==> src/rtl/tcc_pkg.sv <==
// ----------------------------------------------------------------------------
// tcc_pkg
// Shared types and constants of the text console cursor engine: register
// indexes, reset values, control character codes and the command record
// passed from the cursor front end to the output sequencer.
// ----------------------------------------------------------------------------
package tcc_pkg;

    // Configuration register indexes
    localparam logic [2:0] REG_ENABLE        = 3'd0;
    localparam logic [2:0] REG_SCALE_LOG2    = 3'd1;
    localparam logic [2:0] REG_SCREEN_WIDTH  = 3'd2;
    localparam logic [2:0] REG_SCREEN_HEIGHT = 3'd3;
    localparam logic [2:0] REG_TEXT_TOP      = 3'd4;

    localparam int CFG_INDEX_WIDTH = 3;
    localparam int CFG_DATA_WIDTH  = 12;
    localparam int POS_WIDTH       = 12;
    localparam int CELL_WIDTH      = 6;
    localparam int GLYPH_WIDTH     = 7;

    // Register reset values
    localparam logic [1:0]  RST_SCALE_LOG2    = 2'd1;
    localparam logic [11:0] RST_SCREEN_WIDTH  = 12'd640;
    localparam logic [11:0] RST_SCREEN_HEIGHT = 12'd480;
    localparam logic [11:0] RST_TEXT_TOP      = 12'd28;

    // Scale codes
    localparam logic [1:0] SCALE_X1  = 2'd0;
    localparam logic [1:0] SCALE_X2  = 2'd1;
    localparam logic [1:0] SCALE_X4  = 2'd2;
    localparam logic [1:0] SCALE_SAT = 2'd3;

    // Character codes
    localparam logic [7:0] CH_BACKSPACE  = 8'd8;
    localparam logic [7:0] CH_TAB        = 8'd9;
    localparam logic [7:0] CH_NEWLINE    = 8'd10;
    localparam logic [7:0] CH_RETURN     = 8'd13;
    localparam logic [7:0] CH_FIRST_PRINT = 8'd32;
    localparam logic [7:0] CH_LAST_PRINT  = 8'd127;
    localparam logic [6:0] CH_SUBST      = 7'd63;

    // Result kinds
    localparam logic KIND_DRAW   = 1'b0;
    localparam logic KIND_SCROLL = 1'b1;

    // One character's worth of work for the output sequencer
    typedef struct packed {
        logic                   has_draw;
        logic                   has_scroll;
        logic [GLYPH_WIDTH-1:0] glyph;
        logic [POS_WIDTH-1:0]   pos_x;
        logic [POS_WIDTH-1:0]   pos_y;
        logic [CELL_WIDTH-1:0]  cell_px;
    } tcc_cmd_t;

    // Cell size in pixels; scale code 3 saturates to 4x
    function automatic logic [CELL_WIDTH-1:0] cell_size(input logic [1:0] scale);
        logic [CELL_WIDTH-1:0] size;
        case (scale)
            SCALE_X1: size = 6'd8;
            SCALE_X2: size = 6'd16;
            default:  size = 6'd32;
        endcase
        return size;
    endfunction

endpackage

==> src/rtl/tcc_front.sv <==
// ----------------------------------------------------------------------------
// tcc_front
// Configuration registers and cursor update. Classifies each accepted
// character, moves the cursor in the same cycle and pushes a command record
// for every character that produces a draw, a scroll or both.
// ----------------------------------------------------------------------------
module tcc_front #(
    parameter int COORD_WIDTH = 12
) (
    input  logic                                 clk,
    input  logic                                 rst_n,
    input  logic                                 cfg_write,
    input  logic [tcc_pkg::CFG_INDEX_WIDTH-1:0]  cfg_index,
    input  logic [tcc_pkg::CFG_DATA_WIDTH-1:0]   cfg_data,
    input  logic                                 accept,
    input  logic [7:0]                           char_code,
    output logic                                 push,
    output tcc_pkg::tcc_cmd_t                    cmd
);

    localparam int CMPW = ((COORD_WIDTH > tcc_pkg::CFG_DATA_WIDTH) ?
                           COORD_WIDTH : tcc_pkg::CFG_DATA_WIDTH) + 1;

    logic        enable_reg;
    logic [1:0]  scale_reg;
    logic [11:0] width_reg;
    logic [11:0] height_reg;
    logic [11:0] top_reg;

    logic [COORD_WIDTH-1:0] col_reg, col_next;
    logic [COORD_WIDTH-1:0] row_reg, row_next;

    logic [tcc_pkg::CELL_WIDTH-1:0] cell_px;
    logic [COORD_WIDTH-1:0] cw;
    logic [COORD_WIDTH-1:0] tab;
    logic [COORD_WIDTH-1:0] top;
    logic [COORD_WIDTH-1:0] row_clamp;
    logic [COORD_WIDTH-1:0] col_adv;
    logic [COORD_WIDTH-1:0] tab_sum;
    logic                   draw;
    logic                   scroll;
    logic [tcc_pkg::GLYPH_WIDTH-1:0] glyph;

    always_ff @(posedge clk or negedge rst_n)
    begin
        if (!rst_n)
        begin
            enable_reg <= 1'b0;
            scale_reg  <= tcc_pkg::RST_SCALE_LOG2;
            width_reg  <= tcc_pkg::RST_SCREEN_WIDTH;
            height_reg <= tcc_pkg::RST_SCREEN_HEIGHT;
            top_reg    <= tcc_pkg::RST_TEXT_TOP;
        end
        else if (cfg_write)
        begin
            case (cfg_index)
                tcc_pkg::REG_ENABLE:        enable_reg <= cfg_data[0];
                tcc_pkg::REG_SCALE_LOG2:    scale_reg  <= cfg_data[1:0];
                tcc_pkg::REG_SCREEN_WIDTH:  width_reg  <= cfg_data;
                tcc_pkg::REG_SCREEN_HEIGHT: height_reg <= cfg_data;
                tcc_pkg::REG_TEXT_TOP:      top_reg    <= cfg_data;
                default: ;
            endcase
        end
    end

    assign cell_px   = tcc_pkg::cell_size(scale_reg);
    assign cw        = COORD_WIDTH'(cell_px);
    assign tab       = COORD_WIDTH'({cell_px, 2'b00});
    assign top       = COORD_WIDTH'(top_reg);
    assign row_clamp = (row_reg < top) ? top : row_reg;
    assign col_adv   = col_reg + cw;
    assign tab_sum   = col_reg + tab;
    assign glyph     = (char_code < tcc_pkg::CH_FIRST_PRINT ||
                        char_code > tcc_pkg::CH_LAST_PRINT) ?
                       tcc_pkg::CH_SUBST : char_code[6:0];

    always_comb
    begin
        col_next = col_reg;
        row_next = row_clamp;
        draw     = 1'b0;
        case (char_code)
            tcc_pkg::CH_NEWLINE:
            begin
                col_next = '0;
                row_next = row_clamp + cw;
            end
            tcc_pkg::CH_RETURN:
            begin
                col_next = '0;
            end
            tcc_pkg::CH_BACKSPACE:
            begin
                if (col_reg >= cw)
                    col_next = col_reg - cw;
            end
            tcc_pkg::CH_TAB:
            begin
                col_next = tab_sum & ~(tab - COORD_WIDTH'(1));
            end
            default:
            begin
                draw = 1'b1;
                col_next = col_adv;
                // wrap when the next cell would cross the right edge
                if (CMPW'(col_adv) + CMPW'(cell_px) > CMPW'(width_reg))
                begin
                    col_next = '0;
                    row_next = row_clamp + cw;
                end
            end
        endcase
        scroll = (CMPW'(row_next) + CMPW'(cell_px) > CMPW'(height_reg));
        if (scroll)
            row_next = row_next - cw;
    end

    always_ff @(posedge clk or negedge rst_n)
    begin
        if (!rst_n)
        begin
            col_reg <= '0;
            row_reg <= '0;
        end
        else if (accept && enable_reg)
        begin
            col_reg <= col_next;
            row_reg <= row_next;
        end
    end

    assign push           = accept && enable_reg && (draw || scroll);
    assign cmd.has_draw   = draw;
    assign cmd.has_scroll = scroll;
    assign cmd.glyph      = glyph;
    assign cmd.pos_x      = tcc_pkg::POS_WIDTH'(col_reg);
    assign cmd.pos_y      = tcc_pkg::POS_WIDTH'(row_clamp);
    assign cmd.cell_px    = cell_px;

endmodule

==> src/rtl/tcc_queue.sv <==
// ----------------------------------------------------------------------------
// tcc_queue
// Small register queue of command records between the cursor front end and
// the output sequencer.
// ----------------------------------------------------------------------------
module tcc_queue #(
    parameter int DEPTH = 4
) (
    input  logic              clk,
    input  logic              rst_n,
    input  logic              push,
    input  tcc_pkg::tcc_cmd_t push_data,
    output logic              full,
    input  logic              pop,
    output logic              head_valid,
    output tcc_pkg::tcc_cmd_t head
);

    localparam int PTRW = (DEPTH > 1) ? $clog2(DEPTH) : 1;
    localparam int CNTW = $clog2(DEPTH + 1);

    tcc_pkg::tcc_cmd_t entry_reg [DEPTH];
    logic [PTRW-1:0] wr_ptr_reg, wr_ptr_next;
    logic [PTRW-1:0] rd_ptr_reg, rd_ptr_next;
    logic [CNTW-1:0] count_reg, count_next;
    logic            do_push;
    logic            do_pop;

    assign full       = (count_reg == CNTW'(DEPTH));
    assign head_valid = (count_reg != '0);
    assign head       = entry_reg[rd_ptr_reg];
    assign do_push    = push && !full;
    assign do_pop     = pop && head_valid;

    always_comb
    begin
        wr_ptr_next = wr_ptr_reg;
        rd_ptr_next = rd_ptr_reg;
        count_next  = count_reg;
        if (do_push)
            wr_ptr_next = (wr_ptr_reg == PTRW'(DEPTH - 1)) ? '0 : wr_ptr_reg + PTRW'(1);
        if (do_pop)
            rd_ptr_next = (rd_ptr_reg == PTRW'(DEPTH - 1)) ? '0 : rd_ptr_reg + PTRW'(1);
        if (do_push && !do_pop)
            count_next = count_reg + CNTW'(1);
        else if (do_pop && !do_push)
            count_next = count_reg - CNTW'(1);
    end

    always_ff @(posedge clk or negedge rst_n)
    begin
        if (!rst_n)
        begin
            wr_ptr_reg <= '0;
            rd_ptr_reg <= '0;
            count_reg  <= '0;
        end
        else
        begin
            wr_ptr_reg <= wr_ptr_next;
            rd_ptr_reg <= rd_ptr_next;
            count_reg  <= count_next;
        end
    end

    always_ff @(posedge clk)
    begin
        if (do_push)
            entry_reg[wr_ptr_reg] <= push_data;
    end

endmodule

==> src/rtl/tcc_back.sv <==
// ----------------------------------------------------------------------------
// tcc_back
// Output sequencer. Turns each queued command into one or two results
// (draw, scroll, or draw followed by scroll) in a registered output stage.
// ----------------------------------------------------------------------------
module tcc_back (
    input  logic                              clk,
    input  logic                              rst_n,
    input  logic                              head_valid,
    input  tcc_pkg::tcc_cmd_t                 head,
    output logic                              pop,
    output logic                              out_valid,
    input  logic                              out_stall,
    output logic                              kind,
    output logic [tcc_pkg::GLYPH_WIDTH-1:0]   glyph_code,
    output logic [tcc_pkg::POS_WIDTH-1:0]     pos_x,
    output logic [tcc_pkg::POS_WIDTH-1:0]     pos_y,
    output logic [tcc_pkg::CELL_WIDTH-1:0]    scroll_rows,
    output logic                              last
);

    logic valid_reg;
    logic phase_reg, phase_next;
    logic load;
    logic emit_draw;

    logic                             kind_reg,  kind_next;
    logic [tcc_pkg::GLYPH_WIDTH-1:0]  glyph_reg, glyph_next;
    logic [tcc_pkg::POS_WIDTH-1:0]    x_reg,     x_next;
    logic [tcc_pkg::POS_WIDTH-1:0]    y_reg,     y_next;
    logic [tcc_pkg::CELL_WIDTH-1:0]   rows_reg,  rows_next;
    logic                             last_reg,  last_next;

    assign load      = head_valid && (!valid_reg || !out_stall);
    assign emit_draw = head.has_draw && !phase_reg;
    // hold the entry at the queue head when a draw is followed by a scroll
    assign pop       = load && !(emit_draw && head.has_scroll);

    always_comb
    begin
        phase_next = phase_reg;
        if (load)
            phase_next = !pop;
        if (emit_draw)
        begin
            kind_next  = tcc_pkg::KIND_DRAW;
            glyph_next = head.glyph;
            x_next     = head.pos_x;
            y_next     = head.pos_y;
            rows_next  = '0;
            last_next  = !head.has_scroll;
        end
        else
        begin
            kind_next  = tcc_pkg::KIND_SCROLL;
            glyph_next = '0;
            x_next     = '0;
            y_next     = '0;
            rows_next  = head.cell_px;
            last_next  = 1'b1;
        end
    end

    always_ff @(posedge clk or negedge rst_n)
    begin
        if (!rst_n)
        begin
            valid_reg <= 1'b0;
            phase_reg <= 1'b0;
        end
        else
        begin
            phase_reg <= phase_next;
            if (load)
                valid_reg <= 1'b1;
            else if (!out_stall)
                valid_reg <= 1'b0;
        end
    end

    always_ff @(posedge clk)
    begin
        if (load)
        begin
            kind_reg  <= kind_next;
            glyph_reg <= glyph_next;
            x_reg     <= x_next;
            y_reg     <= y_next;
            rows_reg  <= rows_next;
            last_reg  <= last_next;
        end
    end

    assign out_valid   = valid_reg;
    assign kind        = kind_reg;
    assign glyph_code  = glyph_reg;
    assign pos_x       = x_reg;
    assign pos_y       = y_reg;
    assign scroll_rows = rows_reg;
    assign last        = last_reg;

endmodule

==> src/rtl/text_console_cursor_engine.sv <==
// ----------------------------------------------------------------------------
// text_console_cursor_engine
// Pixel cursor for a text console with line wrap and scroll.
// ----------------------------------------------------------------------------
// Takes one character per cycle while in_stall is low. The cursor moves in
// the cycle the character is accepted; each character other than the four
// controls yields a draw command, and a character that pushes the cell row
// past the bottom also yields a scroll command, so a draw with a scroll
// yields two results in turn. A queue of QUEUE_DEPTH commands sits between
// the cursor and the output register, so input keeps flowing while results
// wait; in_stall rises only when that queue is full, and the sustained rate
// is one result per cycle at the output while out_stall is low. An accepted
// character's command is registered in the queue, then in the output register.
module text_console_cursor_engine #(
    parameter int COORD_WIDTH = 12,
    parameter int QUEUE_DEPTH = 4
) (
    input  logic                                 clk,
    input  logic                                 rst_n,
    input  logic                                 cfg_write,
    input  logic [tcc_pkg::CFG_INDEX_WIDTH-1:0]  cfg_index,
    input  logic [tcc_pkg::CFG_DATA_WIDTH-1:0]   cfg_data,
    input  logic                                 in_valid,
    output logic                                 in_stall,
    input  logic [7:0]                           char_code,
    output logic                                 out_valid,
    input  logic                                 out_stall,
    output logic                                 kind,
    output logic [tcc_pkg::GLYPH_WIDTH-1:0]      glyph_code,
    output logic [tcc_pkg::POS_WIDTH-1:0]        pos_x,
    output logic [tcc_pkg::POS_WIDTH-1:0]        pos_y,
    output logic [tcc_pkg::CELL_WIDTH-1:0]       scroll_rows,
    output logic                                 last
);

    logic              q_full;
    logic              q_push;
    logic              q_pop;
    logic              q_head_valid;
    tcc_pkg::tcc_cmd_t q_push_data;
    tcc_pkg::tcc_cmd_t q_head;

    assign in_stall = q_full;

    tcc_front #(
        .COORD_WIDTH (COORD_WIDTH)
    ) u_front (
        .clk       (clk),
        .rst_n     (rst_n),
        .cfg_write (cfg_write),
        .cfg_index (cfg_index),
        .cfg_data  (cfg_data),
        .accept    (in_valid && !q_full),
        .char_code (char_code),
        .push      (q_push),
        .cmd       (q_push_data)
    );

    tcc_queue #(
        .DEPTH (QUEUE_DEPTH)
    ) u_queue (
        .clk        (clk),
        .rst_n      (rst_n),
        .push       (q_push),
        .push_data  (q_push_data),
        .full       (q_full),
        .pop        (q_pop),
        .head_valid (q_head_valid),
        .head       (q_head)
    );

    tcc_back u_back (
        .clk         (clk),
        .rst_n       (rst_n),
        .head_valid  (q_head_valid),
        .head        (q_head),
        .pop         (q_pop),
        .out_valid   (out_valid),
        .out_stall   (out_stall),
        .kind        (kind),
        .glyph_code  (glyph_code),
        .pos_x       (pos_x),
        .pos_y       (pos_y),
        .scroll_rows (scroll_rows),
        .last        (last)
    );

endmodule

==> config.mk <==
export PLATFORM = sky130hd
export DESIGN_NAME = text_console_cursor_engine
export DESIGN_NICKNAME = d
export VERILOG_FILES = /design/src/rtl/tcc_pkg.sv /design/src/rtl/tcc_front.sv /design/src/rtl/tcc_queue.sv /design/src/rtl/tcc_back.sv /design/src/rtl/text_console_cursor_engine.sv
export SDC_FILE = /design/constraint.sdc
export NUM_CORES = 1
export LEC_CHECK = 0
export BUFFER_PORTS_ARGS = -buffer_cell sky130_fd_sc_hd__buf_4
export CAP_MARGIN = 40
export CORE_ASPECT_RATIO = 1.75
export CORE_MARGIN = 2
export CORE_UTILIZATION = 25
export DETAILED_ROUTE_END_ITERATION = 6
export PLACE_DENSITY = 0.38
export SETUP_SLACK_MARGIN = 0.4
export SYNTH_ARGS = -nofsm -noshare
export SYNTH_HDL_FRONTEND = slang
export SYNTH_SLANG_ARGS = --single-unit
==> constraint.sdc <==
create_clock -name clk -period 10.1 [get_ports clk]
set_input_delay 1.01 -clock clk [delete_from_list [all_inputs] [get_ports clk]]
set_output_delay 1.01 -clock clk [all_outputs]
set_load 0.01 [all_outputs]
==> impl_results.md <==
- Seq/Total Area, Yosys: 0.5648
- CTS sink count: 234
- First-pass GRT wire length: 49520 um
- Gpl congestion: 0.7991
- Hold_buf cts: 0
- Clock transition at the registers of the reported paths: 0.07 ns
- RSZ-0062 raised after global routing: false
- Clock buffer depth: 3
- Setup-failing EPs final: 0
- Post-synth EDFFs: 165
- Max reg flops: 132
- Postcts setup bufs: 0
- Clock share of power: 0.202
- Worst r2r dst: u_queue.entry_reg[1][21]
- Num rows: 105
- P per Cell Area: 327.5 mW/mm^2
- Leak pwr: 0.005343 uW
- CP Max Fanout: 21
- F_max: 115.6 MHz
- Post-synthesis cell area: 0.01185 mm^2
- Chip width: 168.6 um
- Pin slew with the least headroom to its limit: 0.8417 ns
- Hold_ws: 0.2236 ns
- Initial DRC Count: 291
- CTS H-tree depth: 1
- Core area: 0.04690 mm^2
- CP arrival: 8.88 ns
- Hold Crit Class: in -> async
- Synth Flop Type: edfxtp_1
- Ys Warns: 0
- DRC: 0
- WL final: 33290 um
- Cell variety after synth: 72
- Pint: 2756 uW
- Worst setup EP type: flop
- Starting Density: 0.2527
- Multi-input logic area: 0.004741 mm^2
- Pre-Repair DR Iteration Count: 4
- Layout Nets: 1072
- Fin Setup TNS: 0 ns
- Mean post-synth cell area: 12.98 um^2
- Switch Pwr: 1787 uW
- Fraction of layout cells with a size suffix above 1: 0.2092
- Clock buffer count from CTS: 24
- Critical path class: reg -> reg
- Tmin final: 8.654 ns
- Async set-reset flop share out of synthesis: 0.2949
- Synth top area share: 0.4181
- CTS root buf: clkbuf_16
- Wire length per cell: 20.98 um
- Most frequent cells after synthesis: 165 x edfxtp_1, 72 x nand2_1, 60 x inv_1, 59 x dfrtp_1, 59 x ha_1
- Area grow syn2layout: 17.05%
- FF-to-FF setup slack: 1.45 ns
- Status: completed
- Port Buffers: 62
- Die height: 292.0 um
- Reg area: 0.006695 mm^2
- Synth Register Bits: 234
- CTS tree: done
- CP max-delay cell: and2_1
- Slew Viols, Final: 0
- Die outline area: 0.04923 mm^2
- Fin Clk Skew: 0.02376 ns
- Initial antenna violation count: 0
- Post-DP HPWL: 24530 um
- Largest net degree at the start of global routing: 37
- Clock Latency Late Sink: 0.55 ns
- Final period utilization: 0.8568
- Vias: 7419
- GRT Residual Overflow: 0
- Cts repair resizes: 0
- Hold Fails Final Rpt: 0
- Sw frac: 0.3933
- Max incr delay on CP: 0.69 ns
- Synth area leaders: edfxtp_1 42%, dfrtp_1 12%, mux4_2 6.3%
- GRT Util Overall: 0.1349
- Max Cap Violations: 0
- Crit start category: flop
- Synth area leader: edfxtp_1
- Vias in the first global route: 7953
- FF-to-FF Start: u_front.scale_reg[1]
- Total power: 4543 uW
- Antenna Diode Count: 0
- CP most frequent cell: ha_1
- FILL cells: 4734
- Req. time, crit path: 10.33 ns
- Most common cell in the netlist: edfxtp_1
- Mapped Cells: 913
- Max VDD drop: 117.0 uV
- Antenna-violating nets left: 0
- Flop pwr share: 0.338
- Path depth of the worst reg2reg path: 34
- Slew margin rel.: 0.4389
- Via/cell ratio: 4.675
- IO Pins: 69
- Combinational share of power: 0.460
-- layout make-up --
type	instances	share of cell area
well taps	588	0.05303
multi-input cells	579	0.3418
repair buffers	82	0.04862
flip-flops and latches	234	0.4826
clock inverters	16	0.01263
clock buffers	28	0.04510
inverters	60	0.01624
-- power by group through the flow --
stage | registers (uW) | clock network, uW | logic [uW]
finish | 1540 | 918 | 2090
global route | 1560 | 983 | 2330
CTS | 1540 | 954 | 2140
detailed placement | 1560 | 0 | 2130
global placement | 1560 | 0 | 2140
floorplan | 1510 | 0 | 1440
-- kinds of logic after synthesis --
logic type | after synthesis | synth area share
compound gates | 147 | 0.08298
flops | 234 | 0.5648
fa+ha+maj | 64 | 0.06989
other cells | 1 | 0.0003164
xor+xnor | 40 | 0.02956
mux | 77 | 0.1030
buf+inv | 105 | 0.03811
simple gates | 245 | 0.1113
-- placed cells by master, fill, tap and decap left out, types with 11 or more instances in the layout --
cell / instances
a21oi_1: 22
and2_1: 13
and3_1: 32
buf_4: 76
clkbuf_16: 24
dfrtp_1: 58
edfxtp_1: 165
ha_1: 59
inv_1: 60
mux2_2: 30
mux2i_1: 14
mux4_2: 33
nand2_1: 72
nand3_1: 15
nand4_1: 11
nor2_1: 31
nor2b_1: 12
nor3_1: 13
o21ai_0: 44
xnor2_1: 23
xor2_1: 17
-- routing by layer --
| layer | up-vias | GRT usage | part of all wire |
|---|---|---|---|
| met5 | - | 0 | 0 |
| met4 | 0 | 0.04626 | 0.030 |
| met3 | 51 | 0.01504 | 0.029 |
| met2 | 146 | 0.2757 | 0.57 |
| met1 | 3686 | 0.1381 | 0.37 |
| li1 | 3536 | - | - |
-- worst max-delay path by stage --
stage	endpoint	slack, ns	startpoint
global route	u_queue.entry_reg[3][36]	0.50	u_front.scale_reg[1]
finish	u_queue.entry_reg[1][21]	1.45	u_front.scale_reg[1]
CTS	u_queue.entry_reg[1][21]	1.30	u_front.scale_reg[1]
floorplan	u_queue.entry_reg[0][10]	2.51	u_front.scale_reg[1]
detailed placement	u_queue.entry_reg[1][36]	1.34	u_front.scale_reg[1]
global placement	u_queue.entry_reg[1][24]	1.55	u_front.scale_reg[1]
-- stage by stage --
| stage | worst slack [ns] | util | area (um^2) | cells |
|---|---|---|---|---|
| finish | 1.446 | 0.2958 | 13870 | 1587 |
| CTS | 1.304 | 0.2958 | 13870 | 1587 |
| floorplan | 2.506 | - | 11870 | 918 |
| global route | 0.5036 | 0.2958 | 13870 | 1587 |
| detailed placement | 1.344 | 0.2787 | 13070 | 1543 |
| global placement | 1.551 | 0.2778 | 13030 | 1540 |
-- worst max-delay path: cells and delay by family, from the launching register on --
family	cells	cell delay, ns
buf+inv	4	0.62
xor+xnor	3	0.47
flops	1	0.59
mux	1	0.25
compound gates	9	2.04
simple gates	10	2.13
fa+ha+maj	7	2.20
Note: power is estimated with default switching activity, not from simulation.
